[src/rtl/core/rcwp_pkg.sv]
// Shared types, constants and helpers for the read-ahead cache window policy.
// No dependencies; every other file of the block imports this package.
`default_nettype none

package rcwp_pkg;

  // Field widths (fixed by the port definition)
  localparam int POS_W     = 48;
  localparam int OFF_W     = 49;
  localparam int SIZE_W    = 24;
  localparam int DONE_W    = 25;
  localparam int CHUNK_W   = 29;
  localparam int WFLUSH_W  = 29;
  localparam int TFLUSH_W  = 31;
  localparam int GRAN_W    = 17;
  localparam int CFG_W     = 31;
  localparam int CFG_IDX_W = 3;

  // Read-ahead grows to request_size times 32
  localparam int RA_SHIFT  = 5;

  // Hint queue sizing
  localparam int MAX_HINTS = 3;
  localparam int HQ_DEPTH  = 4;
  localparam int HQ_PTR_W  = 2;
  localparam int HQ_CNT_W  = 3;

  // Register indexes
  localparam logic [CFG_IDX_W-1:0] CFG_INIT_RA = 3'd0;
  localparam logic [CFG_IDX_W-1:0] CFG_CHUNK   = 3'd1;
  localparam logic [CFG_IDX_W-1:0] CFG_WFLUSH  = 3'd2;
  localparam logic [CFG_IDX_W-1:0] CFG_TFLUSH  = 3'd3;
  localparam logic [CFG_IDX_W-1:0] CFG_GRAN    = 3'd4;

  // Register reset values
  localparam logic [POS_W-1:0]    INIT_READAHEAD = 48'd131072;
  localparam logic [CHUNK_W-1:0]  CHUNK_RST      = 29'd8388608;
  localparam logic [WFLUSH_W-1:0] WFLUSH_RST     = 29'd819200;
  localparam logic [TFLUSH_W-1:0] TFLUSH_RST     = 31'd33554432;
  localparam logic [GRAN_W-1:0]   GRAN_RST       = 17'd4096;

  // Request codes
  localparam logic [1:0] REQ_READ  = 2'd0;
  localparam logic [1:0] REQ_WRITE = 2'd1;
  localparam logic [1:0] REQ_SEEK  = 2'd2;

  // Hint kinds
  localparam logic HINT_DROP     = 1'b0;
  localparam logic HINT_PREFETCH = 1'b1;

  typedef logic [POS_W-1:0] pos_t;

  typedef struct packed {
    logic [1:0]              req_type;
    logic [SIZE_W-1:0]       request_size;
    logic signed [DONE_W-1:0] bytes_done;
    logic [POS_W-1:0]        new_position;
  } req_t;

  typedef struct packed {
    logic                    kind;
    logic signed [OFF_W-1:0] offset;
    logic [POS_W-1:0]        length;
    logic                    last;
  } hint_t;

  // Up to three hints of one request, packed from slot 0
  typedef struct packed {
    hint_t [MAX_HINTS-1:0] slot;
    logic [1:0]            count;
  } hint_bundle_t;

  function automatic pos_t sat_add(pos_t a, pos_t b);
    logic [POS_W:0] s;
    s = {1'b0, a} + {1'b0, b};
    return s[POS_W] ? '1 : s[POS_W-1:0];
  endfunction

  // Drop hint widened by granule minus one on each side
  function automatic hint_t drop_hint(pos_t off, pos_t len, logic [GRAN_W-1:0] gran);
    logic [GRAN_W-1:0] g;
    logic [POS_W:0]    wlen;
    hint_t             h;
    g        = (gran == '0) ? '0 : gran - 1'b1;
    wlen     = {1'b0, len} + {{(POS_W-GRAN_W){1'b0}}, g, 1'b0};
    h.kind   = HINT_DROP;
    h.offset = {1'b0, off} - {{(OFF_W-GRAN_W){1'b0}}, g};
    h.length = wlen[POS_W] ? '1 : wlen[POS_W-1:0];
    h.last   = 1'b0;
    return h;
  endfunction

endpackage

`default_nettype wire

[src/rtl/core/rcwp_if.sv]
// Valid/ready channel interfaces: request words in, hint words out.
// Depends on rcwp_pkg.
`default_nettype none


interface rcwp_hint_if;
  import rcwp_pkg::*;

  logic                    valid;
  logic                    ready;
  logic                    hint_kind;
  logic signed [OFF_W-1:0] hint_offset;
  logic [POS_W-1:0]        hint_length;
  logic                    last_hint;

  modport source (output valid, hint_kind, hint_offset, hint_length, last_hint,
                  input ready);
  modport sink   (input valid, hint_kind, hint_offset, hint_length, last_hint,
                  output ready);
endinterface

`default_nettype wire

[src/rtl/core/rcwp_hint_fifo.sv]
// Four-entry hint queue: takes up to three hint words at once, sends one per cycle while out_ch is ready.
// Depends on rcwp_pkg and rcwp_hint_if.
`default_nettype none

module rcwp_hint_fifo (
  input  wire logic                   clk,
  input  wire logic                   rst_n,
  input  wire logic                   push,
  input  wire rcwp_pkg::hint_bundle_t bundle,
  output logic                        room,
  rcwp_hint_if.source                 out_ch
);
  import rcwp_pkg::*;

  hint_t               q_r [HQ_DEPTH];
  logic [HQ_PTR_W-1:0] wr_ptr_r, rd_ptr_r;
  logic [HQ_CNT_W-1:0] cnt_r, cnt_nxt, n_push;
  logic                pop;
  hint_t               head;

  assign n_push = push ? {{(HQ_CNT_W-2){1'b0}}, bundle.count} : '0;
  assign pop    = out_ch.valid && out_ch.ready;
  assign cnt_nxt = cnt_r + n_push - {{(HQ_CNT_W-1){1'b0}}, pop};
  // Room for a full set of hints from the next request
  assign room   = cnt_r <= HQ_CNT_W'(HQ_DEPTH - MAX_HINTS);

  assign head               = q_r[rd_ptr_r];
  assign out_ch.valid       = cnt_r != '0;
  assign out_ch.hint_kind   = head.kind;
  assign out_ch.hint_offset = head.offset;
  assign out_ch.hint_length = head.length;
  assign out_ch.last_hint   = head.last;

  always_ff @(posedge clk) begin
    for (int k = 0; k < MAX_HINTS; k++) begin
      if (push && (k < int'(bundle.count))) begin
        q_r[wr_ptr_r + HQ_PTR_W'(k)] <= bundle.slot[k];
      end
    end
  end

  always_ff @(posedge clk) begin
    if (!rst_n) begin
      wr_ptr_r <= '0;
      rd_ptr_r <= '0;
      cnt_r    <= '0;
    end else begin
      wr_ptr_r <= wr_ptr_r + n_push[HQ_PTR_W-1:0];
      if (pop) begin
        rd_ptr_r <= rd_ptr_r + 1'b1;
      end
      cnt_r <= cnt_nxt;
    end
  end

endmodule

`default_nettype wire

[src/flat_wrapper.sv]
// flat-port wrapper written by rule: the top's interface ports become plain ports
module rcwp_hint_fifo_flat import rcwp_pkg::*;
  (clk, rst_n, push, bundle, room, out_ch_valid, out_ch_hint_kind, out_ch_hint_offset, out_ch_hint_length, out_ch_last_hint, out_ch_ready);
  rcwp_hint_if out_ch_i ();
  input  wire logic clk;
  input  wire logic rst_n;
  input  wire logic push;
  input  wire rcwp_pkg::hint_bundle_t bundle;
  output logic room;
  output wire logic [$bits(out_ch_i.valid)-1:0] out_ch_valid;
  output wire logic [$bits(out_ch_i.hint_kind)-1:0] out_ch_hint_kind;
  output wire logic [$bits(out_ch_i.hint_offset)-1:0] out_ch_hint_offset;
  output wire logic [$bits(out_ch_i.hint_length)-1:0] out_ch_hint_length;
  output wire logic [$bits(out_ch_i.last_hint)-1:0] out_ch_last_hint;
  input wire logic [$bits(out_ch_i.ready)-1:0] out_ch_ready;
  assign out_ch_valid = out_ch_i.valid;
  assign out_ch_hint_kind = out_ch_i.hint_kind;
  assign out_ch_hint_offset = out_ch_i.hint_offset;
  assign out_ch_hint_length = out_ch_i.hint_length;
  assign out_ch_last_hint = out_ch_i.last_hint;
  assign out_ch_i.ready = out_ch_ready;
  rcwp_hint_fifo u_core (.clk(clk), .rst_n(rst_n), .push(push), .bundle(bundle), .room(room), .out_ch(out_ch_i));
endmodule
[config.mk]
export PLATFORM = sky130hd
export DESIGN_NAME = rcwp_hint_fifo_flat
export DESIGN_NICKNAME = d
export VERILOG_FILES = /design/src/rtl/core/rcwp_pkg.sv /design/src/rtl/core/rcwp_if.sv /design/src/rtl/core/rcwp_hint_fifo.sv /design/src/flat_wrapper.sv
export SDC_FILE = /design/constraint.sdc
export NUM_CORES = 1
export LEC_CHECK = 0
export BUFFER_PORTS_ARGS = -buffer_cell sky130_fd_sc_hd__buf_2
export CAP_MARGIN = 15
export CORE_MARGIN = 1
export CORE_UTILIZATION = 30
export DETAILED_ROUTE_END_ITERATION = 8
export PLACE_DENSITY_LB_ADDON = 0.05
export SKIP_LAST_GASP = 1
export SYNTH_ARGS = -nofsm -noshare
export SYNTH_HDL_FRONTEND = slang
export SYNTH_SLANG_ARGS = --single-unit
[constraint.sdc]
create_clock -name clk -period 9.3 [get_ports clk]
set_input_delay 0.465 -clock clk [delete_from_list [all_inputs] [get_ports clk]]
set_output_delay 0.465 -clock clk [all_outputs]
set_load 0.005 [all_outputs]
After elaboration in Yosys (flattened, before gate mapping). Memories as Yosys holds them, arrays and structs flattened. A register that Yosys moved wholly into a read port is not among the register bits. Index checks and enable logic that the tools add are counted.

Memory bits (read-only): 0. Logic and storage cells: 28. Flip-flop bits (word level): 7. RAM bits: 396. Output and inout bits: 101. Input port bits: 303. Memories: 1. Bits in latches: 0.

Memories: u_core.q_r (words 4, width 99, rd ports 1, clocked after Yosys merged registers in 1, write ports 3, line rcwp_hint_fifo.sv:15) `hint_t q_r [HQ_DEPTH];`.

Div/mod/pow operators: 0. Equal/unequal tests: 0. Reductions and logical operators: 5. Shift-type cells: 0. $lt $le $gt $ge: 4. Add/subtract/negate cells: 6. Mux-type cells: 9. Bitwise gates (word level): 0. Multiply operators: 0.

Operator list (count): $mux 1 (6); $mux 2 (3); $add 2x1->2 const B (2); $logic_and 1x1->1 (4); $lt 1x2->1 const A (2); $add 3x3->3 (1); $le 3x1->1 const B (1); $reduce_bool 3->1 (1); $sub 3x1->3 (1); $add 2x2->2 (1); $add 2x2->2 const B (1); $lt 2x2->1 const A (1).

Depth between registers and ports, before layout. Gate-level depths: netlist of the first run.

Word-level depth: 4. Depth in mapped cells: 10.

Least setup slack after synthesis of the first run. OpenSTA, ideal clock, no wires.

Kind: in2reg. From: input port bundle[0] (netlist name). To: memory u_core.q_r[2][0] (netlist name) (enable). Arrival: 8163 ps. Slack: 433 ps. Library setup time: 704 ps. Stages: 4. Cell sequence: clkbuf_1 -> o21a_1 -> nor2_1 -> a211oi_1.

RTL lines: from (decl) (line flat_wrapper.sv:8) `input wire rcwp_pkg::hint_bundle_t bundle;`; to (decl) (line rcwp_hint_fifo.sv:15).

==> results of run 1 <==
==> logic make-up after synthesis <==
logic type	Yosys count
xor gates and xnor gates	6
buffers and inverters	119
muxes	891
AOI/OAI and AO/OA	8
adders and majority gates	5
DFF	405
and+or+nand+nor	27
==> where the power goes <==
| part | total [mW] | internal (mW) | switching, mW | leakage, nW |
|---|---|---|---|---|
| clock network | 1.99 | 1.18 | 0.805 | 0.802 |
| registers | 2.26 | 2.17 | 0.0923 | 3.75 |
| logic | 1.29 | 0.681 | 0.610 | 5.80 |
| total | 5.54 | 4.04 | 1.51 | 10.3 |
==> per-stage QoR <==
step	utilization [%]	instance area [um2]	total power [mW]	hold slack (ns)	std cells
floorplan	-	24130	3.071	0.5202	1461
global placement	34.43	27290	3.632	0.5531	2832
detailed placement	34.43	27290	3.632	0.5672	2832
CTS	36.51	28940	5.651	0.1448	2928
global route	36.54	28960	5.801	0.1574	2939
finish	36.55	28970	5.543	0.1767	2942
==> critical path, cell delays in order, from the launching register on <==
cell and delay (ns):
dfxtp_4 0.57, buf_4 0.81, buf_4 0.68, mux4_2 0.44, buf_2 0.15
==> final cells by class <==
| type | count | share of cell area [%] |
|---|---|---|
| Multi-Input combinational cell | 937 | 40.03 |
| Tap cell | 1050 | 4.535 |
| Timing Repair Buffer | 434 | 7.851 |
| Clock inverter | 21 | 0.6867 |
| Clock buffer | 75 | 5.001 |
| Inverter | 6 | 0.07774 |
| Sequential cell | 405 | 41.69 |
| Antenna cell | 14 | 0.1209 |
==> placed cells by master, fill, tap and decap left out, drive strengths merged <==
cell type / count
o21a: 1
nand3: 2
or4b: 1
nand4: 2
ha: 4
a211oi: 1
mux4: 99
nor4bb: 1
bufinv: 4
xnor2: 6
nor2b: 4
clkbuf: 75
o311ai: 1
nand2: 1
clkinv: 15
diode: 14
buf: 434
edfxtp: 396
o31a: 1
a21boi: 1
nor3: 1
o21ai: 2
inv: 8
nand2b: 1
nor2: 2
nand4b: 3
fa: 1
and2: 9
a21oi: 1
dfxtp: 9
mux2: 792
==> final timing paths <==
path                                     end  slack [ns]  cells after the start
max                   out_ch_hint_offset[29]        5.52                      4
max reg2reg      u_core.q_r[3][65]$_DFFE_PP_        5.70                      5
min            u_core.wr_ptr_r[0]$_SDFF_PN0_        0.18                      2
min reg2reg  u_core.rd_ptr_r[0]$_SDFFE_PN0P_        0.57                      2
==> registers in the layout, indices dropped and copies added (netlist names), named ones only <==
name	flops
u_core.cnt_r	3
u_core.q_r	396
u_core.rd_ptr_r	2
u_core.wr_ptr_r	2
==> routing by layer <==
| layer | up-vias | global-route usage (%) | wire length, um |
|---|---|---|---|
| li1 | 6692 | - | - |
| met1 | 7637 | 24.93 | 34690 |
| met2 | 348 | 32.96 | 39330 |
| met3 | 137 | 4.490 | 4481 |
| met4 | 26 | 5.267 | 1787 |
| met5 | - | 0 | 150 |
==> results.cfg, run 1 <==
[run_status]
status = completed

[floorplanning]
io_pins = 404
die_area_um2 = 81560
die_w_um = 285.6
die_h_um = 285.6
initial_core_util_pct = 30.44
core_area_um2 = 79260
std_cell_rows = 103

[cts]
cts_resized = 0
htreeDepth = 2
clkLatencyLatePin_ns = 0.59
post_cts_buffers = 0
clockRootBuffer = clkbuf_16
holdBufCountCts = 0
cts_tree = yes
clk_pin_slew_ns = 0.06
clk_path_buf_depth = 3
cts.sinks = 405
cts_buffers = 52

[cells_and_area]
seq_area_um2 = 12080
drive_above_1_share_pct = 74.65
fin_nets = 2144
syn_to_final_growth_pct = 20.08
multi_input_area_um2 = 11600
fillCellCount = 7638

[setup_path]
cp.required_ns = 8.84
startpoint_type = register
rr_startpoint = u_core.wr_ptr_r[0]$_SDFF_PN0_
end_kind = output port
crit_type = reg2out
critPathMaxFanout = 48
cp.arrival_ns = 3.32

[drt]
antenna_left = 0
vias = 14840
vias_per_cell = 5.044
drt_first_pass_iters = 4
route.detailed.drc = 0
drt_iter0_markers = 767
totalWireLength_um = 80440
wl_per_cell_um = 27.34

[synthesis]
yosysUniqueCellTypes = 33
synthAdderAreaFrac_pct = 0.2904
ys_async_sr_fraction_pct = 0
synth-simple-area-share_pct = 0.7312
netlist_area_um2 = 24130
synthFlopType = edfxtp_1
synth_compound_area_share_pct = 0.2282
ys_top_cells_by_count = 782 x mux2_2, 396 x edfxtp_1, 99 x mux4_2, 61 x clkbuf_1, 28 x buf_2
ys_seq_area_share_pct = 50.03
ys_ff_latch = 405
synth_edf_count = 396
synthMuxAreaShare_pct = 46.36
postSynthAreaPerCell_um2 = 16.51
ys.warnings.count = 0
synth_xor_area_share_pct = 0.2178
synth_top_cell_by_area = edfxtp_1
synth_top_area_share_pct = 49.29
synth_top_family_by_area = multiplexers
syn_nets = 1769
synth_most_common_cell = mux2_2
synthesis.instances = 1461
synth_area_leaders = edfxtp_1 49%, mux2_2 36%, mux4_2 9.2%

[global_route]
grt_pass1_vias = 16460
grt_pass1_wl_um = 115500
antenna_found_initial = 31
grt_start_max_net_pins = 100
grt.overflow.total = 0
track_usage_pct = 19.50

[place]
hpwl_um = 47400
port_buffers = 403
pre_cts_ws_ns = 5.614
gp_congestion = 0.7781

[job]
drv_cap = 0

[power_and_ir_drop]
ir_drop_mv = 0.1991
powerDensity_nw_per_um2 = 191.3
p_leak_nw = 10.35

[timing]
setup_slack_ns = 5.518
rsz0062_at_grt = no
fin_crit_sh_pct = 40.66
fmax_mhz = 264.4
tightest_slew_ns = 1.057
min_period_ns = 3.782
slew_viol_final = 0
finalSetupViolations = 0
hold_viol = 0
fin_setup_tns_ns = 0
slew_headroom_pct = 29.53
finClkSkew_ns = 0.01678

[min_path]
holdCritPathClass = in2reg
hold_start = rst_n
Power figures use the tool's default switching activity.
==> inputs of run 2 (changes only) <==
Clock period 9.3 ns to 3.06 ns, I/O delays scaled along.
==> results.cfg, run 2 (same netlist as run 1, synthesis figures left out) <==
[timing]
slew_viol_final = 0
fmax_mhz = 350.3
finalSetupViolations = 0
hold_viol = 0
tightest_slew_ns = 0.9263
fin_crit_sh_pct = 93.30
fin_setup_tns_ns = 0
rsz0062_at_grt = no
min_period_ns = 2.855
slew_headroom_pct = 38.24
finClkSkew_ns = 0.01000
setup_slack_ns = 0.2050
hold_ws_ns = 0.03809

[drt]
met3WireLength_um = 3596
vias = 15470
route.detailed.drc = 0
route.met2.wl_um = 39590
drt_iter0_markers = 783
wl_per_cell_um = 26.05
drt_first_pass_iters = 5
routed.top_layer = met5
totalWireLength_um = 80400
wl_met1_um = 35700
vias_per_cell = 5.012
antenna_left = 0

[floorplanning]
io_pins = 404
std_cell_rows = 103
core_area_um2 = 79260
die_h_um = 285.6
die_area_um2 = 81560
initial_core_util_pct = 30.44
die_w_um = 285.6

[cts]
clk_pin_slew_ns = 0.06
clockRootBuffer = clkbuf_16
clkLatencyLatePin_ns = 0.59
cts_buffers = 53
cts_tree = yes
htreeDepth = 2
cts.sinks = 405
clk_path_buf_depth = 3

[setup_path]
critPathMaxFanout = 33
ff2ff_path_depth = 6
end_kind = register
r2r_slack_ns = 0.20
cp.arrival_ns = 3.18
crit_type = reg2reg
cp.required_ns = 3.39
startpoint_type = register

[min_path]
hold_depth = 3
holdCritPathClass = in2reg

[cells_and_area]
largest_reg_flops = 396
final_common_cell = mux2_2
top_regs = u_core.q_r x396, u_core.cnt_r x3
top_register = u_core.q_r
seq_area_um2 = 12080
drive_above_1_share_pct = 69.23
finalNonFillerCells = 3087
multi_input_area_um2 = 11610
fin_nets = 2304
syn_to_final_growth_pct = 27.16
layout_common_cells = 782 x mux2_2, 403 x buf_2, 396 x edfxtp_1
fillCellCount = 7509

[job]
drv_cap = 0

[run_status]
status = completed

[place]
port_buffers = 403
placed_cells = 2839
pre_cts_ws_ns = 0.5962
gp_congestion = 0.7901
hpwl_um = 46520

[global_route]
grt.overflow.total = 0
grt_pass1_vias = 17160
grt_pass1_wl_um = 117000
track_usage_pct = 19.46
grt_start_max_net_pins = 69
antenna_found_initial = 15

[power_and_ir_drop]
p_leak_nw = 11.05
powerDensity_nw_per_um2 = 544.7
ir_drop_mv = 0.3684
run 2: per-layer routing:
| metal | track usage (%) | up-vias |
|---|---|---|
| li1 | - | 6991 |
| met4 | 4.144 | 16 |
| met3 | 3.565 | 114 |
| met5 | 0 | - |
| met2 | 33.75 | 323 |
| met1 | 25.17 | 8028 |
run 2: per-stage QoR:
step	cell area, um2	power, mW	utilization [%]
floorplan	24180	9.292	-
CTS	30660	17.03	38.69
finish	30680	16.71	38.71
detailed placement	27660	11.18	34.90
global route	30670	17.46	38.70
global placement	27660	11.17	34.90
run 2: cell type report:
| class | instances | share of cell area (%) |
|---|---|---|
| inverters | 6 | 0.07341 |
| repair buffers | 593 | 13.56 |
| diodes | 6 | 0.04894 |
| multi-input cells | 937 | 37.83 |
| clock buffers | 74 | 4.580 |
| well taps | 1050 | 4.282 |
| clock inverters | 16 | 0.2365 |
| flip-flops and latches | 405 | 39.38 |
run 2: final timing paths:
| check | to | from |
|---|---|---|
| worst min-delay path | u_core.q_r[2][70]$_DFFE_PP_ | bundle[171] |
| worst max register to register | u_core.q_r[1][6]$_DFFE_PP_ | u_core.wr_ptr_r[1]$_SDFF_PN0_ |
| worst min register to register | register | u_core.rd_ptr_r[0]$_SDFFE_PN0P_ |
| worst max-delay path | u_core.q_r[1][6]$_DFFE_PP_ | u_core.wr_ptr_r[1]$_SDFF_PN0_ |
run 2: critical path, cell delays in order (launching register included):
cell and delay, ns:
dfxtp_2 0.41, nor4bb_4 0.46, buf_12 0.32, buf_12 0.22, mux2_2 0.34, mux2_2 0.25
dlygate4sd3_1 0.56
run 2: power by group:
part	switching [mW]	leakage [nW]	internal, mW
logic	1.99	6.59	2.34
registers	0.208	3.75	6.59
clock network	2.42	0.718	3.16
run 2: repair_timing:
item / 4_1_cts / 5_1_grt
hold buffers: 152 / 0
hold endpoints to repair: 405 / 0
buffers inserted: 0 / 0
resized for setup: 0 / 1
setup endpoints to repair: 0 / 15
